$ cat src/rtl/core/assert_macros.svh
// Assertion macros used by the file that checks its own logic.
`ifndef ASSERT_MACROS_SVH
`define ASSERT_MACROS_SVH

`ifndef NO_ASSERTIONS

`define ASSERT_PROP(label, clk, rst_n, prop, msg) \
  label: assert property (@(posedge clk) disable iff (!rst_n) prop) else $error(msg);

`define ASSERT_NEVER(label, clk, rst_n, cond, msg) \
  label: assert property (@(posedge clk) disable iff (!rst_n) !(cond)) else $error(msg);

`else

`define ASSERT_PROP(label, clk, rst_n, prop, msg)

`define ASSERT_NEVER(label, clk, rst_n, cond, msg)

`endif

`endif

$ cat src/rtl/core/msbr_pkg.sv
package msbr_pkg;

  localparam int unsigned BufferBytes = 8;
  localparam int unsigned MaxReadBits = 32;
  localparam int unsigned CapBits     = 8 * BufferBytes;
  localparam int unsigned BitsW       = $clog2(CapBits + 1);
  localparam int unsigned CntW        = $clog2(MaxReadBits + 1);

  localparam int unsigned CmdW     = 2;
  localparam int unsigned DataW    = 8;
  localparam int unsigned CountInW = 6;
  localparam int unsigned ValueW   = 32;
  localparam int unsigned StatusW  = 2;
  localparam int unsigned HeldW    = 7;
  localparam int unsigned HeldMax  = (1 << HeldW) - 1;

  localparam int unsigned QDepth = 2;
  localparam int unsigned QPtrW  = $clog2(QDepth);
  localparam int unsigned QCntW  = $clog2(QDepth + 1);

  localparam logic [CmdW-1:0] CmdPush  = 2'd0;
  localparam logic [CmdW-1:0] CmdRead  = 2'd1;
  localparam logic [CmdW-1:0] CmdAlign = 2'd2;

  localparam logic [StatusW-1:0] StatusOk    = 2'd0;
  localparam logic [StatusW-1:0] StatusUnder = 2'd1;
  localparam logic [StatusW-1:0] StatusFull  = 2'd2;

  typedef enum logic [1:0] {
    OpPush  = 2'd0,
    OpRead  = 2'd1,
    OpAlign = 2'd2,
    OpNop   = 2'd3
  } op_e;

  typedef struct packed {
    op_e             op;
    logic [DataW-1:0] data;
    logic [CntW-1:0]  count;
  } entry_t;

endpackage

$ cat src/rtl/core/msbr_front.sv
module msbr_front (
  input  logic [msbr_pkg::CmdW-1:0]     command_i,
  input  logic [msbr_pkg::DataW-1:0]    data_byte_i,
  input  logic [msbr_pkg::CountInW-1:0] bit_count_i,
  output msbr_pkg::entry_t              entry_o
);

  always_comb begin
    entry_o.data = data_byte_i;
    if (32'(bit_count_i) > msbr_pkg::MaxReadBits) begin
      entry_o.count = msbr_pkg::CntW'(msbr_pkg::MaxReadBits);
    end else begin
      entry_o.count = msbr_pkg::CntW'(bit_count_i);
    end
    unique case (command_i)
      msbr_pkg::CmdPush:  entry_o.op = msbr_pkg::OpPush;
      msbr_pkg::CmdRead:  entry_o.op = msbr_pkg::OpRead;
      msbr_pkg::CmdAlign: entry_o.op = msbr_pkg::OpAlign;
      default:            entry_o.op = msbr_pkg::OpNop;
    endcase
  end

endmodule

$ cat src/rtl/core/msbr_queue.sv
module msbr_queue (
  input  logic             clk_i,
  input  logic             rst_ni,
  input  logic             wr_valid_i,
  input  msbr_pkg::entry_t wr_entry_i,
  output logic             full_o,
  input  logic             rd_ready_i,
  output logic             rd_valid_o,
  output msbr_pkg::entry_t rd_entry_o
);

  msbr_pkg::entry_t mem_q [msbr_pkg::QDepth];
  logic [msbr_pkg::QPtrW-1:0] wr_ptr_q, rd_ptr_q;
  logic [msbr_pkg::QCntW-1:0] cnt_q, cnt_d;
  logic wr_en, rd_en;

  assign full_o     = (32'(cnt_q) == msbr_pkg::QDepth);
  assign rd_valid_o = (cnt_q != '0);
  assign rd_entry_o = mem_q[rd_ptr_q];
  assign wr_en      = wr_valid_i && !full_o;
  assign rd_en      = rd_valid_o && rd_ready_i;

  always_comb begin
    cnt_d = cnt_q;
    if (wr_en && !rd_en) begin
      cnt_d = cnt_q + msbr_pkg::QCntW'(1);
    end else if (rd_en && !wr_en) begin
      cnt_d = cnt_q - msbr_pkg::QCntW'(1);
    end
  end

  always_ff @(posedge clk_i or negedge rst_ni) begin
    if (!rst_ni) begin
      wr_ptr_q <= '0;
      rd_ptr_q <= '0;
      cnt_q    <= '0;
    end else begin
      cnt_q <= cnt_d;
      if (wr_en) begin
        wr_ptr_q <= wr_ptr_q + msbr_pkg::QPtrW'(1);
      end
      if (rd_en) begin
        rd_ptr_q <= rd_ptr_q + msbr_pkg::QPtrW'(1);
      end
    end
  end

  always_ff @(posedge clk_i) begin
    if (wr_en) begin
      mem_q[wr_ptr_q] <= wr_entry_i;
    end
  end

endmodule

$ cat src/rtl/core/msbr_back.sv
module msbr_back (
  input  logic                             clk_i,
  input  logic                             rst_ni,
  input  logic                             in_valid_i,
  input  msbr_pkg::entry_t                 in_entry_i,
  output logic                             in_ready_o,
  output logic                             out_valid_o,
  input  logic                             out_stall_i,
  output logic [msbr_pkg::ValueW-1:0]      value_o,
  output logic [msbr_pkg::StatusW-1:0]     status_o,
  output logic [msbr_pkg::HeldW-1:0]       bits_held_o
);

  logic [msbr_pkg::CapBits-1:0] store_q, store_d;
  logic [msbr_pkg::BitsW-1:0]   bits_q, bits_d, shamt;
  logic [msbr_pkg::CapBits-1:0] shifted;
  logic [msbr_pkg::ValueW-1:0]  mask, value_d, value_q;
  logic [msbr_pkg::StatusW-1:0] status_d, status_q;
  logic [msbr_pkg::HeldW-1:0]   held_d, held_q;
  logic                         out_valid_q, fire;

  assign in_ready_o  = !out_valid_q || !out_stall_i;
  assign fire        = in_valid_i && in_ready_o;
  assign out_valid_o = out_valid_q;
  assign value_o     = value_q;
  assign status_o    = status_q;
  assign bits_held_o = held_q;

  assign shamt   = bits_q - msbr_pkg::BitsW'(in_entry_i.count);
  assign shifted = store_q >> shamt;

  always_comb begin
    if (32'(in_entry_i.count) >= msbr_pkg::ValueW) begin
      mask = '1;
    end else begin
      mask = (msbr_pkg::ValueW'(1) << in_entry_i.count) - msbr_pkg::ValueW'(1);
    end
  end

  always_comb begin
    store_d  = store_q;
    bits_d   = bits_q;
    value_d  = '0;
    status_d = msbr_pkg::StatusOk;
    unique case (in_entry_i.op)
      msbr_pkg::OpPush: begin
        if (32'(bits_q) + msbr_pkg::DataW > msbr_pkg::CapBits) begin
          status_d = msbr_pkg::StatusFull;
        end else begin
          store_d = {store_q[msbr_pkg::CapBits-msbr_pkg::DataW-1:0], in_entry_i.data};
          bits_d  = bits_q + msbr_pkg::BitsW'(msbr_pkg::DataW);
        end
      end
      msbr_pkg::OpRead: begin
        if (32'(in_entry_i.count) > 32'(bits_q)) begin
          status_d = msbr_pkg::StatusUnder;
        end else begin
          value_d = shifted[msbr_pkg::ValueW-1:0] & mask;
          bits_d  = shamt;
        end
      end
      msbr_pkg::OpAlign: begin
        bits_d = {bits_q[msbr_pkg::BitsW-1:3], 3'b000};
      end
      default: begin
      end
    endcase
    if (32'(bits_d) > msbr_pkg::HeldMax) begin
      held_d = msbr_pkg::HeldW'(msbr_pkg::HeldMax);
    end else begin
      held_d = msbr_pkg::HeldW'(bits_d);
    end
  end

  always_ff @(posedge clk_i or negedge rst_ni) begin
    if (!rst_ni) begin
      store_q     <= '0;
      bits_q      <= '0;
      out_valid_q <= 1'b0;
    end else begin
      if (fire) begin
        store_q     <= store_d;
        bits_q      <= bits_d;
        out_valid_q <= 1'b1;
      end else if (!out_stall_i) begin
        out_valid_q <= 1'b0;
      end
    end
  end

  always_ff @(posedge clk_i) begin
    if (fire) begin
      value_q  <= value_d;
      status_q <= status_d;
      held_q   <= held_d;
    end
  end

endmodule

$ cat src/rtl/core/msb_first_bit_reader.sv
// MSB-first bit reader. Each transaction carries one command: push a byte into the
// 64-bit buffer, read 0 to 32 bits from the oldest end (returned right-aligned), or
// align to the next byte boundary; every command yields exactly one result transaction
// with a status and the number of bits still held. One command is taken every cycle
// while results are taken. A command is written into a two-entry command queue; the
// execute stage, whose 64-bit barrel shifter and buffer update complete one command per
// cycle while the result is not stalled, then takes it and registers the result. A
// stalled result holds the execute stage, and the queue then fills with up to two
// commands before the input is stalled.
`include "assert_macros.svh"

module msb_first_bit_reader (
  input  logic                             clk_i,
  input  logic                             rst_ni,
  input  logic                             in_valid_i,
  output logic                             in_stall_o,
  input  logic [msbr_pkg::CmdW-1:0]        command_i,
  input  logic [msbr_pkg::DataW-1:0]       data_byte_i,
  input  logic [msbr_pkg::CountInW-1:0]    bit_count_i,
  output logic                             out_valid_o,
  input  logic                             out_stall_i,
  output logic [msbr_pkg::ValueW-1:0]      value_o,
  output logic [msbr_pkg::StatusW-1:0]     status_o,
  output logic [msbr_pkg::HeldW-1:0]       bits_held_o
);

  msbr_pkg::entry_t front_entry, q_entry;
  logic q_full, q_valid, back_ready;

  assign in_stall_o = q_full;

  msbr_front u_front (
    .command_i   (command_i),
    .data_byte_i (data_byte_i),
    .bit_count_i (bit_count_i),
    .entry_o     (front_entry)
  );

  msbr_queue u_queue (
    .clk_i      (clk_i),
    .rst_ni     (rst_ni),
    .wr_valid_i (in_valid_i),
    .wr_entry_i (front_entry),
    .full_o     (q_full),
    .rd_ready_i (back_ready),
    .rd_valid_o (q_valid),
    .rd_entry_o (q_entry)
  );

  msbr_back u_back (
    .clk_i       (clk_i),
    .rst_ni      (rst_ni),
    .in_valid_i  (q_valid),
    .in_entry_i  (q_entry),
    .in_ready_o  (back_ready),
    .out_valid_o (out_valid_o),
    .out_stall_i (out_stall_i),
    .value_o     (value_o),
    .status_o    (status_o),
    .bits_held_o (bits_held_o)
  );

  `ASSERT_NEVER(a_held_cap, clk_i, rst_ni,
                out_valid_o && (32'(bits_held_o) > msbr_pkg::CapBits),
                "More bits held than the buffer can store.")

  `ASSERT_PROP(a_fail_zero, clk_i, rst_ni,
               out_valid_o && (status_o != msbr_pkg::StatusOk) |-> value_o == '0,
               "A failed command returned a non-zero value.")

  `ASSERT_PROP(a_full_real, clk_i, rst_ni,
               out_valid_o && (status_o == msbr_pkg::StatusFull) |->
                 (32'(bits_held_o) + msbr_pkg::DataW > msbr_pkg::CapBits),
               "A byte was dropped although the buffer had room.")

  `ASSERT_PROP(a_drain, clk_i, rst_ni,
               !out_stall_i && !q_valid |=> !out_valid_o,
               "A result transaction was repeated.")

endmodule

$ cat config.mk
export PLATFORM = sky130hd
export DESIGN_NAME = msb_first_bit_reader
export DESIGN_NICKNAME = d
export VERILOG_FILES = /design/src/rtl/core/msbr_pkg.sv /design/src/rtl/core/msbr_front.sv /design/src/rtl/core/msbr_queue.sv /design/src/rtl/core/msbr_back.sv /design/src/rtl/core/msb_first_bit_reader.sv
export VERILOG_INCLUDE_DIRS = /design/src /design/src/rtl/core
export SDC_FILE = /design/constraint.sdc
export NUM_CORES = 1
export LEC_CHECK = 0
export ABC_CLOCK_PERIOD_IN_PS = 5300
export BUFFER_PORTS_ARGS = -buffer_cell sky130_fd_sc_hd__buf_2
export CAP_MARGIN = 30
export CORE_MARGIN = 1.5
export CORE_UTILIZATION = 40
export DETAILED_ROUTE_END_ITERATION = 10
export PLACE_DENSITY = 0.68
export SYNTH_ARGS = -nofsm -noshare
export SYNTH_HDL_FRONTEND = slang
export SYNTH_SLANG_ARGS = --single-unit
$ cat constraint.sdc
create_clock -name clk_i -period 5.3 [get_ports clk_i]
set_clock_uncertainty 0.1 [all_clocks]
set_input_delay 1.59 -clock clk_i [delete_from_list [all_inputs] [get_ports clk_i]]
set_output_delay 1.59 -clock clk_i [all_outputs]
set_load 0.05 [all_outputs]
### Word-level counts from Yosys, hierarchy flattened

Memory sizes are Yosys's and may differ from the RTL's.
Index checks and enable logic that the tools add are counted.

* bits of input ports: 20
* bits in registers: 117
* memories: 1
* output and inout port bits: 43
* RAM bits: 32

Memories
* u_queue.mem_q: depth 2, bits a word 16, rd ports 1, clocked after Yosys merged registers in 0, wr ports 1, RTL line msbr_queue.sv:12 `msbr_pkg::entry_t mem_q [msbr_pkg::QDepth];`

* shift-type cells: 2
* magnitude comparators: 4
* reduce and logical (&&, ||, !) cells: 16
* $add $sub $neg: 8
* muxes and demuxes: 15
* bitwise logic cells: 3
* equality and inequality tests: 6

Operator list (number)
* 64-bit by 7-bit >> shifter with 32-bit output: 1
* 32-bit AND: 1
* 32-bit by 7-bit greater-than comparator with 1-bit output (second input constant): 1
* 32-bit two-way mux: 1
* 1-bit by 6-bit left shift with 32-bit output (first input constant): 1
* 32-bit by 2-bit subtractor with 32-bit output (second input constant): 1
* 7-bit one-hot mux with 3 select lines: 1
* 7-bit two-way mux: 2
* 7-bit by 4-bit adder with 8-bit output (second input constant): 1
* 7-bit by 4-bit adder with 7-bit output (second input constant): 1
* 6-bit by 7-bit greater-than comparator with 1-bit output: 1
* 7-bit by 6-bit subtractor with 7-bit output: 1
* 2-bit == test (second input constant): 3
* 6-bit greater-or-equal comparator (second input constant): 1
* 6-bit greater-than comparator (second input constant): 1
* 2-bit two-way mux: 3
* 6-bit two-way mux: 1
* 2-bit one-hot mux with 3 select lines: 1
* 1-bit logical NOT: 5
* 1-bit two-way mux: 5
* 2-bit by 1-bit == test with 1-bit output (second input constant): 2
* 1-bit logical AND: 4
* 2-bit logical NOT: 2
* 2-bit one-hot mux with 2 select lines: 1
* other kinds (9): 12

### Longest topological paths before layout

* word-level depth: 7
* gate-level depth with buffers: 17

### Cells and area by module

Synthesis repeated with hierarchy kept, for this count alone.

* cell total of the unflattened synthesis: 978
* area, all modules: 10301.1 um^2

Modules (own cells, without submodules)
* msbr_back: cells an instance 893, seq. area each 3032.9 um^2, times used 1, area an instance 8792.2 um^2
* msbr_queue: cells an instance 69, seq. area each 1061.0 um^2, times used 1, area an instance 1406.3 um^2
* msbr_front: cells an instance 16, seq. area each 0.0 um^2, times used 1, area an instance 102.6 um^2

### Least setup slack after synthesis

Ideal clock, no wire load.

* path type: flip-flop to flip-flop
* from: reg u_queue.rd_ptr_q
* to: reg u_back.value_q (netlist bit u_back.value_o[1]), data pin
* path slack: 1.616 ns
* period minus slack after synthesis: 3.684 ns
* required time: 4.944 ns
* stages on the path, launching flop included: 15
* path buffers: 7
* library setup time: 0.256 ns
* arrival time: 3.328 ns
* cell sequence: dfrtp_1 buf_4 buf_6 buf_2 buf_2 buf_2 mux2i_1 ha_1 xnor2_1 clkbuf_1 clkbuf_1 nor3_1 nor3_1 mux2i_1 a31o_2

* word-level cells in the longest chain between the ends: 5
* elaborated cells between the ends (all ways): 12

RTL lines
* from (decl): RTL line msbr_queue.sv:13 `logic [msbr_pkg::QPtrW-1:0] wr_ptr_q, rd_ptr_q;`
* from (signal assigned): RTL line msbr_queue.sv:43 `rd_ptr_q <= rd_ptr_q + msbr_pkg::QPtrW'(1);`
* memory 2 x 16 bit *
* branches (longest 4 deep; another with 7-bit by 6-bit subtractor with 7-bit output)
* to (signal assigned): RTL line msbr_back.sv:93 `value_q <= value_d;`
* to (decl): RTL line msbr_back.sv:17 `logic [msbr_pkg::ValueW-1:0] mask, value_d, value_q;`

Every way passes the cells marked *.
A chain may end at the register's enable or synchronous reset.

### Final worst setup path

* from: reg u_queue.rd_ptr_q
* to: reg u_back.value_q (netlist bit u_back.value_o[13]), data pin

The elaborated chain is that of the path after synthesis.

==> results by group <==
Floorplanning
  – Row count: 60
  – Core outline area: 26,900 µm²
  – Initial cell density of the core: 40.7%
  – Die area: 28,300 µm²
  – Die Y: 168 µm
  – Die X: 168 µm
  – # IOs: 63

CTS
  – Number of post-CTS setup repair buffers: 0
  – Clock slew at reported path FFs: 0.07 ns
  – Hold buffers post-CTS: 0
  – Clk Latency, worst-skew pair: 0.44 ns
  – CTS root buffer: clkbuf_16
  – CTS resizes: 0
  – H-tree levels: 4
  – Sink Count: 149
  – CTS tree: yes
  – CTS buffer count: 17
  – Clock buffer depth: 2

Finish
  – Share of layout cells above drive strength 1: 24.9%
  – Syn-to-layout area delta: 10.8%
  – Fillcell total: 2,563
  – ANT cells: 0
  – Layout Nets: 1,127

Worst setup path
  – Crit path DAT: 4.67 ns
  – Crit end category: flop
  – Crit path kind: flop to flop
  – Startpoint Class: flop
  – Critical Path RT: 5.40 ns
  – Setup crit start: u_queue.rd_ptr_q
  – Reg2Reg Depth: 11
  – R2R Path Start: u_queue.rd_ptr_q
  – RR Endpoint: u_back.value_o[13]
  – R2R Setup Slk: 0.73 ns
  – Worst Path Max Fanout: 33
  – End point of the critical path: u_back.value_o[13]

Drt
  – ANT nets after route: 0
  – Starting DRT DRC Count: 960
  – Routed len/inst: 21.3 µm
  – Pre-antenna DRT Iters: 5
  – Vias per Instance: 6.16
  – Vias post-DR: 8,934
  – # DRC: 0
  – Total Routed Length: 30,900 µm

Placed design
  – GPL Wtd Cong: 0.912
  – DPL Wire Length: 22,400 µm
  – PortBufs: 62

STA
  – Hold Fails Final Rpt: 0
  – Setup violations, final: 0
  – Final TNS setup: 0 ns
  – Worst slew pin tran: 0.952 ns
  – Slew headroom: 36.5%
  – Final Max Slew Viols: 0
  – Final worst-path cycle share: 86.2%
  – Unrepaired setup endpoints after global routing: no
  – Min Clock Period, post-route: 4.57 ns
  – Achievable frequency: 0.219 GHz

Yosys
  – Biggest area consumer among synthesized cells: edfxtp_1
  – Synth Instances: 1,078
  – Top cells by count, synth: nand2_1 (122), dfrtp_1 (76), mux2_2 (75)
  – Yosys Warn Count: 0
  – Syn Std Cell Area: 10,900 µm²
  – Count leader, synth: nand2_1
  – Top cell type's share of synthesized area: 20.1%
  – Synth top area cells: edfxtp_1 (20%), dfrtp_1 (17%), mux4_2 (9.7%)
  – Net count after synthesis: 1,108
  – Mapped Avg Cell Area: 10.1 µm²
  – Number of flops mapped to enable cells by yosys: 73
  – FF+latch count, synth: 149
  – Asr flop ratio synth: 51.0%
  – Synth Flop Type: dfrtp_1
  – Synth cell types: 82
  – Register area share after synthesis: 37.5%

Global route
  – Largest net degree at the start of global routing: 77
  – Grt ovf: 0
  – Vias in the first global route: 8,385
  – GRT Util Overall: 22.3%
  – Initial antenna violation count: 0
  – Global-route wire length before repair: 49,100 µm

Job
  – Max_cap viols: 0

Min path
  – Hold/Removal Path Class: flop to flop

Run status
  – Status: complete, no violations
-- worst min path at each step --
stage / startpoint / end / slack [ns] / depth (start not counted)
after global routing: u_queue.wr_ptr_q / u_queue.wr_ptr_q / 0.42 / 1
final: u_queue.wr_ptr_q / u_queue.wr_ptr_q / 0.40 / 1
after detailed placement: u_back.out_valid_o / u_back.out_valid_o / 0.38 / 2
after global placement: u_back.out_valid_o / u_back.out_valid_o / 0.37 / 2
after floorplan: u_queue.wr_ptr_q / u_queue.wr_ptr_q / 0.36 / 1
after CTS: u_back.out_valid_o / u_back.out_valid_o / 0.40 / 2
-- final cells by class --
class                           instances  area, µm²  share of cell area [%]
Clock buffer                           17        425                    3.51
Clock inverter                         15        181                    1.50
Inverter                               25       93.8                   0.775
Multi-Input combinational cell        815       6310                    52.1
Sequential cell                       149       4090                    33.8
Tap cell                              341        427                    3.52
Timing Repair Buffer                   89        573                    4.73
-- cells in the final DEF, fill, tap and decap left out, types with 7 or more instances in the layout --
master     synthesis  layout
a211oi_1          22      22
mux2_2            75      75
clkbuf_16          0      17
o21ai_0           55      55
nand2b_1          13      13
nor2b_1            7       7
mux2i_1           63      63
inv_1             23      22
a21oi_1           72      72
nor2_1            60      60
nor3_1            34      34
or3_1              7       7
or2_2             11      12
ha_1               9       8
xor2_1             8       7
buf_4              8      24
a22o_1             7       7
dfrtp_1           76      76
nand3_1           39      39
edfxtp_1          73      73
nand2_1          122     122
buf_2             40      61
o21a_1             7       7
mux4_2            47      47
and3_1            12      12
o22ai_1            7       7
-- logic make-up (layout without fill, tap and decap cells) --
logic type | count (synthesis) | after routing | share of synthesized area [%]
flip-flops | 149 | 149 | 37.5
AO/OA/AOI/OAI | 261 | 261 | 16.1
multiplexers | 185 | 185 | 23.2
adder cells (fa/ha/maj) | 10 | 10 | 1.21
XOR/XNOR | 17 | 17 | 1.50
buffers and inverters | 114 | 146 | 5.54
AND/OR/NAND/NOR | 342 | 342 | 15.0
-- critical path: stages, from the launching register on --
cell     delay (ns)
dfrtp_1        0.53
o21ai_0        0.52
ha_4           0.21
inv_1          0.05
fa_2           0.54
buf_4          0.37
buf_4          0.38
mux4_2         0.60
and3_1         0.22
o41ai_1        0.41
a21oi_1        0.13
o21a_1         0.23
-- through the flow --
step / area, µm² / worst slack (ns) / utilization (%) / hold WS, ns / std cells
2_1_floorplan: 10900 / 1.62 / - / 0.361 / 1078
3_3_place_gp: 11500 / 0.939 / 42.7 / 0.374 / 1418
3_5_place_dp: 11500 / 0.819 / 42.7 / 0.378 / 1418
4_1_cts: 12100 / 0.790 / 44.9 / 0.402 / 1450
5_1_grt: 12100 / 0.493 / 45.1 / 0.425 / 1451
6_report: 12100 / 0.730 / 45.1 / 0.396 / 1451
-- per-layer routing --
metal / GRT usage [%] / wire length, µm / vias to the layer above
met5: 0 / 0 / -
met4: 7.73 / 822 / 0
met3: 3.78 / 1750 / 46
met2: 33.9 / 14000 / 321
met1: 32.1 / 14300 / 4433
li1: - / - / 4134
-- flip-flops by register name (all words and copies together), names as in the netlist --
register,count
u_back.bits_held_o,7
u_queue.wr_ptr_q,1
u_back.store_q,64
u_queue.rd_ptr_q,1
u_back.bits_q,7
u_queue.cnt_q,2
u_back.value_o,32
u_back.status_o,2
u_back.out_valid_o,1
u_queue.mem_q,32
Power is left out: the tool's default activity adds up to more than one toggle a clock period on the data nets, which glitch-free logic cannot reach.
